File: src/rtl/core/tpb_pkg.sv
// tpb_pkg: period codes and small calendar helpers for the period bucketer.
// No dependencies; imported by timestamp_period_bucketer.
`default_nettype none

package tpb_pkg;

  typedef logic [3:0] period_t;

  localparam period_t PER_MIN1  = 4'd0;
  localparam period_t PER_MIN5  = 4'd1;
  localparam period_t PER_MIN10 = 4'd2;
  localparam period_t PER_MIN15 = 4'd3;
  localparam period_t PER_MIN30 = 4'd4;
  localparam period_t PER_MIN60 = 4'd5;
  localparam period_t PER_DAY   = 4'd6;
  localparam period_t PER_WEEK  = 4'd7;
  localparam period_t PER_MONTH = 4'd8;

  localparam period_t PERIOD_RESET = PER_DAY;

  localparam logic [13:0] YEAR_MAX = 14'd9999;
  localparam logic [3:0]  MON_JAN  = 4'd1;
  localparam logic [3:0]  MON_FEB  = 4'd2;
  localparam logic [3:0]  MON_DEC  = 4'd12;

  // Days in month; 0 for a month code that means nothing.
  function automatic logic [4:0] month_len(input logic [3:0] m, input logic leap);
    logic [4:0] len;
    case (m)
      4'd1, 4'd3, 4'd5, 4'd7, 4'd8, 4'd10, 4'd12: len = 5'd31;
      4'd4, 4'd6, 4'd9, 4'd11:                     len = 5'd30;
      4'd2:                                        len = leap ? 5'd29 : 5'd28;
      default:                                     len = 5'd0;
    endcase
    return len;
  endfunction

  // Month term of the March-based day count, reduced mod 7.
  function automatic logic [2:0] dow_month_ofs(input logic [3:0] m);
    logic [2:0] ofs;
    case (m)
      4'd1:    ofs = 3'd5;
      4'd2:    ofs = 3'd1;
      4'd3:    ofs = 3'd0;
      4'd4:    ofs = 3'd3;
      4'd5:    ofs = 3'd5;
      4'd6:    ofs = 3'd1;
      4'd7:    ofs = 3'd3;
      4'd8:    ofs = 3'd6;
      4'd9:    ofs = 3'd2;
      4'd10:   ofs = 3'd4;
      4'd11:   ofs = 3'd0;
      4'd12:   ofs = 3'd2;
      default: ofs = 3'd0;
    endcase
    return ofs;
  endfunction

  // Length of a minute period; 0 for codes that are not minute periods.
  function automatic logic [6:0] period_minutes(input period_t p);
    logic [6:0] len;
    case (p)
      PER_MIN1:  len = 7'd1;
      PER_MIN5:  len = 7'd5;
      PER_MIN10: len = 7'd10;
      PER_MIN15: len = 7'd15;
      PER_MIN30: len = 7'd30;
      PER_MIN60: len = 7'd60;
      default:   len = 7'd0;
    endcase
    return len;
  endfunction

  // Minute floored to the period; codes without a minute period keep it.
  function automatic logic [5:0] floor_minute(input logic [5:0] mi, input period_t p);
    logic [9:0] prod;
    logic [3:0] q5;
    logic [2:0] q10;
    logic [5:0] fm;
    prod = 10'(mi) * 10'd13;   // mi*13/64 ~ mi/5, mi*13/128 ~ mi/10
    q5   = prod[9:6];
    q10  = prod[9:7];
    case (p)
      PER_MIN5:  fm = 6'({q5, 2'b00}) + 6'(q5);
      PER_MIN10: fm = 6'({q10, 3'b000}) + 6'({q10, 1'b0});
      PER_MIN15: fm = (mi >= 6'd45) ? 6'd45 : (mi >= 6'd30) ? 6'd30 :
                      (mi >= 6'd15) ? 6'd15 : 6'd0;
      PER_MIN30: fm = (mi >= 6'd30) ? 6'd30 : 6'd0;
      PER_MIN60: fm = 6'd0;
      default:   fm = mi;
    endcase
    return fm;
  endfunction

endpackage

`default_nettype wire

File: src/rtl/core/timestamp_period_bucketer.sv
// timestamp_period_bucketer: floors a Gregorian timestamp to its bar period
// and returns period start and end. Depends on tpb_pkg.
//
// Channel   | Handshake            | Payload
// ----------+----------------------+--------------------------------------------
// request   | start / busy         | in_year in_month in_day in_hour in_minute
//           |                      | in_second
// result    | done (1-cycle strobe)| start_* end_* bad_date
// config    | cfg_write            | cfg_data (bar_period)
//
// Four register stages; one request per cycle, the result leaving on done from
// the last stage. Stages: input capture and /100 reciprocal, leap / validity /
// weekday sum, weekday mod 7 and end time of day, calendar carry/borrow into
// the result registers.
// busy is high only in reset. The receiver cannot stall, so nothing is held.
// Reset clears the valid bits and sets bar_period to daily.
`default_nettype none

module timestamp_period_bucketer (
  input  wire logic                 clk,
  input  wire logic                 rst,
  // request
  input  wire logic                 start,
  output logic                      busy,
  input  wire logic [13:0]          in_year,
  input  wire logic [3:0]           in_month,
  input  wire logic [4:0]           in_day,
  input  wire logic [4:0]           in_hour,
  input  wire logic [5:0]           in_minute,
  input  wire logic [5:0]           in_second,
  // configuration
  input  wire logic                 cfg_write,
  input  wire tpb_pkg::period_t     cfg_data,
  // result
  output logic                      done,
  output logic [13:0]               start_year,
  output logic [3:0]                start_month,
  output logic [4:0]                start_day,
  output logic [4:0]                start_hour,
  output logic [5:0]                start_minute,
  output logic [13:0]               end_year,
  output logic [3:0]                end_month,
  output logic [4:0]                end_day,
  output logic [4:0]                end_hour,
  output logic [5:0]                end_minute,
  output logic                      bad_date
);

  import tpb_pkg::*;

  period_t bar_period;

  always_ff @(posedge clk) begin
    if (rst) begin
      bar_period <= PERIOD_RESET;
    end else if (cfg_write) begin
      bar_period <= cfg_data;
    end
  end

  assign busy = rst;

  logic accept;
  assign accept = start && !busy;

  // ---------------- stage 1: capture, year/100 by reciprocal ----------------
  logic [13:0] yp_c;
  logic [26:0] prod_y, prod_yp;

  assign yp_c    = (in_month <= MON_FEB) ? in_year - 14'd1 : in_year;  // March-based year
  assign prod_y  = 27'(in_year) * 27'd5243;   // *5243 >> 19 == /100 below 10000
  assign prod_yp = 27'(yp_c) * 27'd5243;

  logic        v1;
  logic [13:0] y1, yp1;
  logic [3:0]  m1;
  logic [4:0]  d1, h1;
  logic [5:0]  mi1, s1;
  period_t     per1;
  logic [7:0]  q100_1, q100p_1;

  always_ff @(posedge clk) begin
    if (rst) begin
      v1 <= 1'b0;
    end else begin
      v1 <= accept;
    end
  end

  always_ff @(posedge clk) begin
    if (accept) begin
      y1      <= in_year;
      yp1     <= yp_c;
      m1      <= in_month;
      d1      <= in_day;
      h1      <= in_hour;
      mi1     <= in_minute;
      s1      <= in_second;
      per1    <= bar_period;
      q100_1  <= prod_y[26:19];
      q100p_1 <= prod_yp[26:19];
    end
  end

  // ---------------- stage 2: leap year, validity, weekday sum ----------------
  logic [14:0] y100_c;
  logic        div100_c, leap_c, bad_c;
  logic [4:0]  mlen_c, pml_c;
  logic [3:0]  prev_m_c;
  logic [14:0] sum_c;
  logic [5:0]  fm_c;

  assign y100_c   = 15'(q100_1) * 15'd100;
  assign div100_c = (15'(y1) == y100_c);
  assign leap_c   = div100_c ? (q100_1[1:0] == 2'd0) : (y1[1:0] == 2'd0);
  assign mlen_c   = month_len(m1, leap_c);
  assign prev_m_c = (m1 == MON_JAN) ? MON_DEC : m1 - 4'd1;
  assign pml_c    = month_len(prev_m_c, leap_c);

  assign bad_c = (y1 == 14'd0) || (y1 > YEAR_MAX) || (m1 == 4'd0) || (m1 > MON_DEC) ||
                 (d1 == 5'd0) || (d1 > mlen_c) || (h1 > 5'd23) || (mi1 > 6'd59) ||
                 (s1 > 6'd59);

  // day count mod 7: 365*y == y, plus the constant that makes Monday read 1
  assign sum_c = 15'(yp1) + 15'(yp1[13:2]) - 15'(q100p_1) + 15'(q100p_1[7:2]) +
                 15'(dow_month_ofs(m1)) + 15'(d1) + 15'd1;

  assign fm_c = floor_minute(mi1, per1);

  logic        v2, bad2;
  logic [13:0] y2;
  logic [3:0]  m2;
  logic [4:0]  d2, h2, mlen2, pml2;
  logic [5:0]  fm2;
  period_t     per2;
  logic [14:0] sum2;

  always_ff @(posedge clk) begin
    if (rst) begin
      v2 <= 1'b0;
    end else begin
      v2 <= v1;
    end
  end

  always_ff @(posedge clk) begin
    if (v1) begin
      bad2  <= bad_c;
      y2    <= y1;
      m2    <= m1;
      d2    <= d1;
      h2    <= h1;
      mlen2 <= mlen_c;
      pml2  <= pml_c;
      fm2   <= fm_c;
      per2  <= per1;
      sum2  <= sum_c;
    end
  end

  // ---------------- stage 3: weekday, end time of day ----------------
  logic [28:0] prod7_c;
  logic [12:0] q7_c;
  logic [14:0] r15_c;
  logic [3:0]  r_c, rfix_c;
  logic [2:0]  dow_c;

  assign prod7_c = 29'(sum2) * 29'd9362;   // underestimates /7 by at most one
  assign q7_c    = prod7_c[28:16];
  assign r15_c   = sum2 - (15'(q7_c) * 15'd7);
  assign r_c     = r15_c[3:0];
  assign rfix_c  = (r_c >= 4'd7) ? r_c - 4'd7 : r_c;
  assign dow_c   = 3'(rfix_c) + 3'd1;      // Monday 1 .. Sunday 7

  logic [6:0] em_raw_c;
  logic       hcarry_c, dcarry_c;
  logic [5:0] em_c;
  logic [4:0] eh_raw_c, eh_c;

  assign em_raw_c = 7'(fm2) + period_minutes(per2);
  assign hcarry_c = (em_raw_c >= 7'd60);
  assign em_c     = hcarry_c ? 6'd0 : em_raw_c[5:0];
  assign eh_raw_c = h2 + 5'(hcarry_c);
  assign dcarry_c = (eh_raw_c == 5'd24);
  assign eh_c     = dcarry_c ? 5'd0 : eh_raw_c;

  logic        v3, bad3, dc3;
  logic [13:0] y3;
  logic [3:0]  m3;
  logic [4:0]  d3, h3, mlen3, pml3, eh3;
  logic [5:0]  fm3, em3;
  logic [2:0]  dow3;
  period_t     per3;

  always_ff @(posedge clk) begin
    if (rst) begin
      v3 <= 1'b0;
    end else begin
      v3 <= v2;
    end
  end

  always_ff @(posedge clk) begin
    if (v2) begin
      bad3  <= bad2;
      y3    <= y2;
      m3    <= m2;
      d3    <= d2;
      h3    <= h2;
      mlen3 <= mlen2;
      pml3  <= pml2;
      fm3   <= fm2;
      per3  <= per2;
      dow3  <= dow_c;
      em3   <= em_c;
      eh3   <= eh_c;
      dc3   <= dcarry_c;
    end
  end

  // ---------------- stage 4: calendar carry and borrow ----------------
  // End date = input date + k days, with at most one month carry.
  // Month end is the day after the last of the month.
  logic [5:0]  k_c, e_c;
  logic        ecarry_c, esat_c, minute_per_c;
  logic [13:0] ey_c, sy_c;
  logic [3:0]  emo_c, smo_c;
  logic [4:0]  ed_c, sd_c, eh4_c, sh_c;
  logic [5:0]  emi_c, smi_c;
  logic [5:0]  borrow_day_c;

  always_comb begin
    minute_per_c = (per3 inside {[PER_MIN1:PER_MIN60]});
    case (per3)
      PER_DAY:   k_c = 6'd1;
      PER_WEEK:  k_c = 6'd7 - 6'(dow3);
      PER_MONTH: k_c = 6'(mlen3) + 6'd1 - 6'(d3);
      default:   k_c = minute_per_c ? 6'(dc3) : 6'd0;
    endcase

    e_c      = 6'(d3) + k_c;
    ecarry_c = (e_c > 6'(mlen3));
    ed_c     = ecarry_c ? 5'(e_c - 6'(mlen3)) : 5'(e_c);
    ey_c     = y3;
    emo_c    = m3;
    if (ecarry_c) begin
      if (m3 == MON_DEC) begin
        emo_c = MON_JAN;
        ey_c  = y3 + 14'd1;
      end else begin
        emo_c = m3 + 4'd1;
      end
    end
    esat_c = ecarry_c && (m3 == MON_DEC) && (y3 == YEAR_MAX);

    if (minute_per_c) begin
      eh4_c = eh3;
      emi_c = em3;
    end else if (per3 == PER_DAY || per3 == PER_WEEK || per3 == PER_MONTH) begin
      eh4_c = 5'd0;
      emi_c = 6'd0;
    end else begin
      eh4_c = h3;
      emi_c = fm3;
    end

    if (esat_c) begin
      ey_c  = YEAR_MAX;
      emo_c = MON_DEC;
      ed_c  = 5'd31;
      eh4_c = 5'd23;
      emi_c = 6'd59;
    end

    // start
    borrow_day_c = 6'(pml3) + 6'(d3) - 6'(dow3);
    sy_c  = y3;
    smo_c = m3;
    sd_c  = d3;
    sh_c  = h3;
    smi_c = fm3;
    case (per3)
      PER_DAY: begin
        sh_c  = 5'd0;
        smi_c = 6'd0;
      end
      PER_WEEK: begin
        sh_c  = 5'd0;
        smi_c = 6'd0;
        if (d3 > 5'(dow3)) begin
          sd_c = d3 - 5'(dow3);
        end else if (m3 == MON_JAN) begin
          if (y3 == 14'd1) begin
            // before year 1: clamp to the first day of the calendar
            sd_c = 5'd1;
          end else begin
            sy_c  = y3 - 14'd1;
            smo_c = MON_DEC;
            sd_c  = borrow_day_c[4:0];
          end
        end else begin
          smo_c = m3 - 4'd1;
          sd_c  = borrow_day_c[4:0];
        end
      end
      PER_MONTH: begin
        sd_c  = 5'd1;
        sh_c  = 5'd0;
        smi_c = 6'd0;
      end
      default: begin
      end
    endcase
  end

  always_ff @(posedge clk) begin
    if (rst) begin
      done <= 1'b0;
    end else begin
      done <= v3;
    end
  end

  always_ff @(posedge clk) begin
    if (v3) begin
      bad_date <= bad3;
      if (bad3) begin
        start_year   <= 14'd0;
        start_month  <= 4'd0;
        start_day    <= 5'd0;
        start_hour   <= 5'd0;
        start_minute <= 6'd0;
        end_year     <= 14'd0;
        end_month    <= 4'd0;
        end_day      <= 5'd0;
        end_hour     <= 5'd0;
        end_minute   <= 6'd0;
      end else begin
        start_year   <= sy_c;
        start_month  <= smo_c;
        start_day    <= sd_c;
        start_hour   <= sh_c;
        start_minute <= smi_c;
        end_year     <= ey_c;
        end_month    <= emo_c;
        end_day      <= ed_c;
        end_hour     <= eh4_c;
        end_minute   <= emi_c;
      end
    end
  end

  // ---------------- assertions ----------------
  a_request_to_done: assert property (@(posedge clk) disable iff (rst)
    accept |-> ##4 done)
    else $error("request did not produce a result four cycles later");

  a_stage_to_done: assert property (@(posedge clk) disable iff (rst)
    v3 |=> done)
    else $error("last stage valid did not produce done");

  a_bad_zero: assert property (@(posedge clk) disable iff (rst)
    (done && bad_date) |-> (start_year == 14'd0 && end_year == 14'd0 &&
                            start_day == 5'd0 && end_day == 5'd0))
    else $error("bad date result carries nonzero fields");

  a_good_month: assert property (@(posedge clk) disable iff (rst)
    (done && !bad_date) |-> (start_month >= MON_JAN && start_month <= MON_DEC &&
                             end_month >= MON_JAN && end_month <= MON_DEC &&
                             start_day != 5'd0 && end_day != 5'd0))
    else $error("valid result has month or day out of range");

endmodule

`default_nettype wire
File: config.mk
export PLATFORM = sky130hd
export DESIGN_NAME = timestamp_period_bucketer
export DESIGN_NICKNAME = d
export VERILOG_FILES = /design/src/rtl/core/tpb_pkg.sv /design/src/rtl/core/timestamp_period_bucketer.sv
export SDC_FILE = /design/constraint.sdc
export NUM_CORES = 1
export LEC_CHECK = 0
export BUFFER_PORTS_ARGS = -buffer_cell sky130_fd_sc_hd__buf_2
export CAP_MARGIN = 30
export CORE_MARGIN = 8
export CORE_UTILIZATION = 57
export DETAILED_ROUTE_END_ITERATION = 6
export PLACE_DENSITY = 0.79
export SYNTH_ARGS = -nofsm -noshare
export SYNTH_HDL_FRONTEND = slang
export SYNTH_SLANG_ARGS = --single-unit
File: constraint.sdc
create_clock -name clk -period 7.5 [get_ports clk]
set_input_delay 0.375 -clock clk [delete_from_list [all_inputs] [get_ports clk]]
set_output_delay 0.375 -clock clk [all_outputs]
set_load 0.01 [all_outputs]
; After elaboration in Yosys (flattened, before gate mapping)
; Memories as Yosys holds them, arrays and structs flattened. A register that Yosys moved wholly into a read port is not among the register bits.
; Cells that the tools add are included.
[word_totals]
in_bits = 48
n_memories = 1
reg_bits = 279
out_inout_bits = 71
rom_bits = 48
elab_cells = 215
[op_classes]
n_mux = 42
magnitude_cmp = 16
add_sub_neg = 27
n_reduce_logical = 27
n_mul = 6
eq_ne = 43
[memory_table]
columns = memory, depth, word_bits, read_ports, rd_clocked_by_memory_dff, wr, line_no
row1 = (no name shown), 16, 3, 1, 1, 0, tpb_pkg.sv:41  ; case (m)
[ops]
columns = cell, count
row1 = $mux 14, 8
row2 = $eq 4x3->1 const B, 14
row3 = $mul 14x13->27 const B, 2
row4 = $mux 5, 10
row5 = $eq 4x4->1 const B, 12
row6 = $mux 4, 10
row7 = $pmux 6 s6, 1
row8 = $eq 4x2->1 const B, 8
row9 = $pmux 5 s3, 2
row10 = $pmux 6 s5, 1
row11 = $mul 15x13->28 const B, 1
row12 = $sub 14x1->14 const B, 2
row13 = $mux 6, 4
row14 = $eq 4x1->1 const B, 5
row15 = $pmux 6 s3, 1
row16 = $add 14x12->15, 1
row17 = $add 15x1->15 const B, 1
row18 = $add 15x3->15, 1
row19 = $add 15x5->15, 1
row20 = $add 15x6->15, 1
row21 = $eq 14x15->1, 1
row22 = $sub 15x8->15, 1
row23 = $add 14x1->14 const B, 1
row24 = $eq 14x1->1 const B, 1
row25 = 48 further kinds, 71

; Depth between registers and ports, before layout
; Gate-level depths: netlist of the first run.
[depth]
word_depth = 10
mapped_depth = 30
depth_no_buf = 30

; Worst setup path before layout of the first run
; No wires, ideal clock.
[synth_path]
kind = input-to-reg
start = in in_year[2]
end = reg q100p_1[6] (data pin)
path_buffers = 0
t_arrival_ps = 6734
cell_stages = 30
t_required_ps = 7238
setup_ps = 262
slack_ps = 504
cell_sequence = inv_1 ha_1 a21bo_2 nand2_1 nand2_1 nand2_1 nand2_1 a21oi_1 and2_1 nand2_1 xnor2_1 ha_1 ha_1 inv_1 fa_1 inv_1 fa_1 inv_1 fa_1 inv_1 ha_1 a21o_1 a21o_1 a2111oi_1 o21ai_1 o2111a_1 a31o_2 a21oi_1 o21bai_1 xor2_1
[synth_between]
elab_chain_len = 3
[synth_lines]
columns = element, line_no
row1 = from (decl), timestamp_period_bucketer.sv:25  ; input wire logic [13:0] in_year,
row2 = $sub 14x1->14, timestamp_period_bucketer.sv:70  ; assign yp_c = (in_month <= MON_FEB) ? in_year - 14'd1 : in_year;
row3 = $mux 14, timestamp_period_bucketer.sv:70
row4 = net yp_c[13], timestamp_period_bucketer.sv:67  ; logic [13:0] yp_c;
row5 = $mul 14x13->27, timestamp_period_bucketer.sv:72  ; assign prod_yp = 27'(yp_c) * 27'd5243;
row6 = net prod_yp[25], timestamp_period_bucketer.sv:68  ; logic [26:0] prod_y, prod_yp;
row7 = to (signal assigned), timestamp_period_bucketer.sv:101  ; q100p_1 <= prod_yp[26:19];
row8 = to (decl), timestamp_period_bucketer.sv:80  ; logic [7:0] q100_1, q100p_1;
; The timed path passes the listed nets, and every way through them passes these cells.
; A chain may end at the register's enable or synchronous reset.

; Worst setup path after layout of the first run
; Same ends and word-level chain as after synthesis.

==> impl_metrics.py, run 1 <==
metrics = {
    "layout": {
        "multi_input_area_mm2": 0.0134,
        "nets": 2865,
        "antenna-diode-count": 0,
        "num-fill-cells": 3112,
        "drive_above_1_share": 0.0909,
        "area_delta_synth_final_pct": 10.0,
        "regArea_mm2": 0.00806,
    },
    "job": {
        "drv_cap": 0,
    },
    "routing": {
        "avgRoutedWirePerCell_um": 17.2,
        "firstDrtPassIters": 7,
        "drc_errors": 6,
        "vias_per_cell": 5.46,
        "via_count": 15200,
        "wl_um": 48000,
        "antenna_left": 0,
        "drt_iter0_markers": 977,
    },
    "yosys": {
        "synth_edf_count": 261,
        "synth_area_per_cell_um2": 11.1,
        "synth_ff_type": "edfxtp_1",
        "synthMostInstantiatedCell": "inv_1",
        "synth_common_cells": "inv_1 (437), ha_1 (398), edfxtp_1 (261), fa_1 (184), nor2_1 (98)",
        "syn-num-nets": 2717,
        "yosysTopAreaCellShare": 0.337,
        "yosysTopAreaCell": "edfxtp_1",
        "netlist_instances": 2087,
        "yosysUniqueCellTypes": 72,
        "ys_ff_latch": 272,
        "yosysSeqAreaShare": 0.346,
        "async_flop_share": 0,
        "synth_area_leaders": "edfxtp_1 (34%), ha_1 (21%), fa_1 (16%), inv_1 (7.0%), xnor2_1 (3.2%)",
        "yosys_warnings": 0,
        "syn_area_mm2": 0.0233,
    },
    "floorplan": {
        "die_area_mm2": 0.0475,
        "row_count": 74,
        "die_h_um": 218,
        "io_pins": 119,
        "core_mm2": 0.0406,
        "die-width_um": 218,
        "initial_core_util": 0.574,
    },
    "run_status": {
        "violations": "DRC",
        "status": "finished, violations left",
    },
    "worst_setup_path": {
        "cpPeakStageDelay_ns": 0.61,
        "worstSetupPathType": "in -> reg",
        "cpMaxStageDelayCell": "a2111oi_1",
        "cp_data_arrival_time_ns": 7.17,
        "cp-end-kind": "flop",
        "cp_top_family": "adder cells",
        "path_buf_inv": 7,
        "start_kind": "input pin",
        "path_max_fanout": 7,
        "cpMostUsedCell": "inv_1",
        "worstPathRequired_ns": 7.79,
    },
    "timing": {
        "tightest_slew_ns": 1.03,
        "fin_crit_sh": 0.916,
        "drv_slew": 0,
        "finClkSkew_ns": 0.0258,
        "grt_setup_unrepaired": "false",
        "finalHoldViolCount": 0,
        "min_period_ns": 6.87,
        "finalSetupTns_ns": 0,
        "fmax_ghz": 0.145,
        "setup_violations": 0,
        "relSlewSlack": 0.311,
    },
    "global_routing": {
        "grt_first_pass_wirelength_um": 79400,
        "antenna_found_initial": 0,
        "grt_pass1_vias": 16200,
        "grt-ovfl-total": 0,
        "grt_use_total": 0.205,
        "grt_max_degree": 71,
    },
    "clock_tree": {
        "htreeDepth": 1,
        "cts_buffers": 27,
        "clock_latency_ns": 0.57,
        "cts_tree": "yes",
        "cts_buffer_depth": 3,
        "cts_sinks": 272,
        "cts_root_buffer": "clkbuf_16",
        "cts.clk_slew.worst_paths_ns": 0.06,
        "cts_resized": 0,
    },
    "worst_hold_path": {
        "hold_class": "in -> reg",
    },
    "placement": {
        "place.gp.congestion": 0.954,
        "hpwl_um": 39200,
        "port_buffers": 116,
    },
}
## cell families (layout without fill, tap and decap cells)
kind of cell	after synthesis	count (layout)	share of synthesized area
adders and majority gates	582	582	0.372
buffers and inverters	470	639	0.0761
and+or+nand+nor	342	342	0.0736
AOI/OAI and AO/OA	280	280	0.0773
DFF	272	272	0.346
xor gates and xnor gates	132	132	0.0503
muxes	9	9	0.00414
## stage by stage
stage                     hold WS, ns  std cells  setup slack [ns]  instance area, um^2  utilization
after floorplan                 0.400       2087             0.504                23300            -
after CTS                     0.00757       2788             0.685                25600        0.631
after detailed placement        0.405       2722             0.210                24500        0.605
after global routing          0.00602       2788             0.209                25600        0.631
final                          0.0212       2788             0.626                25600        0.631
after global placement          0.401       2722             0.475                24500        0.605
## registers in the layout, summed over array words and instances (netlist names), 8 cells and up, named ones only
signal      cells
sum2           15
q100_1          8
y2             14
q100p_1         8
end_year       14
yp1            14
start_year     14
y3             14
y1             14
## cell type report
| cell class | count | share of cell area |
|---|---|---|
| repair buffers | 151 | 0.0345 |
| well taps | 532 | 0.0260 |
| flip-flops and latches | 272 | 0.315 |
| inverters | 438 | 0.0642 |
| multi-input cells | 1345 | 0.525 |
| clock inverters | 20 | 0.00836 |
| clock buffers | 30 | 0.0268 |
## metal layers
metal | track usage | vias to the layer above | share of wire
met2 | 0.366 | 374 | 0.50
met4 | 0.0699 | 0 | 0.031
met3 | 0.0270 | 97 | 0.051
met5 | 0 | - | 0
met1 | 0.251 | 7432 | 0.41
li1 | - | 7328 | -
## timing repair
item                      4_1_cts  5_1_grt
hold buffers                   16        0
hold endpoints to repair       16        0
buffers inserted                0        0
## path summary, 6_finish.rpt
check	from	endpoint	slack (ns)	cells after the start
setup / recovery	in_year[2]	q100p_1[6]	0.63	31
hold / removal	in_day[4]	d1[4]	0.02	1
setup reg to reg	sum2[2]	dow3[2]	0.70	26
hold reg to reg	pml2[1]	pml3[1]	0.41	0
## cell usage in the layout, fill, tap and decap left out, types with 49 or more instances in the layout
master	n
a21oi_1	90
buf_2	116
edfxtp_1	261
fa_1	184
ha_1	398
inv_1	437
nand2_1	66
nor2_1	98
o21ai_0	49
xnor2_1	86
Power of run 1 is not shown: default switching activity piles up to over one toggle a cycle in this logic, so the estimate is an artifact.
==> inputs of run 2 (changes only) <==
PLACE_DENSITY = unset   (was 0.79)
PLACE_DENSITY_LB_ADDON = 0.1   (was unset)
==> run 2 against run 1 <==
  * Critical path depth shrank 2
  * Cell area rose by 0.82%
  * The flow now finishes without violations
  * Register-to-register slack barely moved
  * Highest routed layer unchanged
==> impl_metrics.py, run 2 (synthesis results as in run 1) <==
metrics = {
    "clock_tree": {
        "cts_setup_buffers": 0,
        "htreeDepth": 1,
        "clock_latency_ns": 0.58,
        "cts_sinks": 272,
        "cts_root_buffer": "clkbuf_16",
        "cts.clk_slew.worst_paths_ns": 0.06,
        "cts_resized": 0,
        "cts_tree": "yes",
        "cts_buffers": 30,
        "cts_buffer_depth": 3,
    },
    "timing": {
        "relSlewSlack": 0.369,
        "finalSetupTns_ns": 0,
        "grt_setup_unrepaired": "false",
        "min_period_ns": 7.06,
        "tightest_slew_ns": 0.946,
        "setup_violations": 0,
        "finalHoldViolCount": 0,
        "finClkSkew_ns": 0.0196,
        "fmax_ghz": 0.142,
        "drv_slew": 0,
        "fin_crit_sh": 0.942,
    },
    "layout": {
        "num-fill-cells": 3222,
        "drive_above_1_share": 0.0915,
        "largest_reg_flops": 15,
        "nets": 2880,
        "final_common_cell": "inv_1",
        "final_cell_mix": "inv_1 (437), ha_1 (398), edfxtp_1 (261), fa_1 (184), buf_2 (117)",
        "area_delta_synth_final_pct": 10.9,
        "top_register": "sum2",
        "post-route-util": 0.637,
    },
    "routing": {
        "via_count": 15000,
        "firstDrtPassIters": 5,
        "vias_per_cell": 5.34,
        "avgRoutedWirePerCell_um": 17.1,
        "drc_errors": 0,
        "wl_um": 47900,
        "antenna_left": 0,
        "drt_iter0_markers": 669,
    },
    "worst_hold_path": {
        "hold_class": "in -> reg",
    },
    "worst_setup_path": {
        "cp_data_arrival_time_ns": 7.37,
        "start_kind": "input pin",
        "cpMaxStageDelayCell": "dlygate4sd3_1",
        "worstSetupPathType": "in -> reg",
        "reg2reg_slack_ns": 0.71,
        "worstPathRequired_ns": 7.81,
        "cpPeakStageDelay_ns": 0.58,
        "cpMostUsedCell": "inv_1",
        "cp-end-kind": "flop",
        "path_max_fanout": 9,
    },
    "floorplan": {
        "die-width_um": 218,
        "core_mm2": 0.0406,
        "die_h_um": 218,
        "initial_core_util": 0.574,
        "io_pins": 119,
        "row_count": 74,
        "die_area_mm2": 0.0475,
    },
    "global_routing": {
        "antenna_found_initial": 4,
        "grt-ovfl-total": 0,
        "grt_max_degree": 71,
        "grt_use_total": 0.205,
        "grt_pass1_vias": 15800,
        "grt_first_pass_wirelength_um": 79200,
    },
    "placement": {
        "hpwl_um": 38700,
        "port_buffers": 116,
        "place.gp.congestion": 0.914,
    },
    "job": {
        "drv_cap": 0,
    },
    "run_status": {
        "status": "finished, final reports clean",
    },
}
-- run 2: cell count changes in the layout (fill, tap and decap cells not counted), moves of 2 or more --
cell and change:
dlygate4sd3_1 +7, clkinv_2 -2, diode_2 +3, clkbuf_1 +5, buf_4 +4, clkbuf_16 +3, clkinvlp_4 -4
-- run 2: worst max-delay path, delay by kind of cell --
family          cells  cell delay (ns)
compound gates     10             2.31
xor+xnor            2             0.43
fa+ha+maj           6             2.47
buf+inv             8             1.40
simple gates        3             0.37
-- run 2: path summary, 6_finish.rpt --
kind / startpoint / endpoint / depth (start not counted)
setup reg to reg: sum2[2] / dow3[2] / 26
hold reg to reg: pml2[3] / pml3[3] / 0
setup / recovery: in_month[3] / q100p_1[6] / 29
hold / removal: cfg_data[2] / bar_period[2] / 2
-- run 2: stage by stage --
stage	setup WS (ns)	cell area, um^2	hold slack [ns]	std cells
2_1_floorplan	0.504	23300	0.400	2087
3_3_place_gp	0.521	24600	0.401	2726
3_5_place_dp	0.415	24600	0.405	2727
4_1_cts	0.535	25800	0.000699	2804
5_1_grt	0.194	25800	0.0145	2807
6_report	0.437	25800	0.0282	2807
-- run 2: layer usage --
| layer | global-route usage | routed length, um | up-vias | share of wire |
|---|---|---|---|---|
| li1 | - | - | 7354 | - |
| met1 | 0.247 | 19900 | 7331 | 0.42 |
| met2 | 0.387 | 25400 | 245 | 0.53 |
| met3 | 0.0189 | 1510 | 66 | 0.031 |
| met4 | 0.0535 | 1050 | 0 | 0.022 |
| met5 | 0 | 0 | - | 0 |
-- run 2: final cells by class --
class | count | area [um^2] | share of cell area
Antenna cell | 3 | 7.51 | 0.000291
Clock buffer | 38 | 781 | 0.0302
Clock inverter | 16 | 218 | 0.00843
Inverter | 438 | 1640 | 0.0637
Multi-Input combinational cell | 1345 | 13400 | 0.521
Sequential cell | 272 | 8060 | 0.312
Tap cell | 532 | 666 | 0.0258
Timing Repair Buffer | 163 | 988 | 0.0383
-- run 2: what timing repair did --
item | CTS | global route
hold buffers | 23 | 0
endpoints found under the hold margin | 23 | 0
setup endpoints to repair | 0 | 0
Power of run 2 is left out for the same reason.
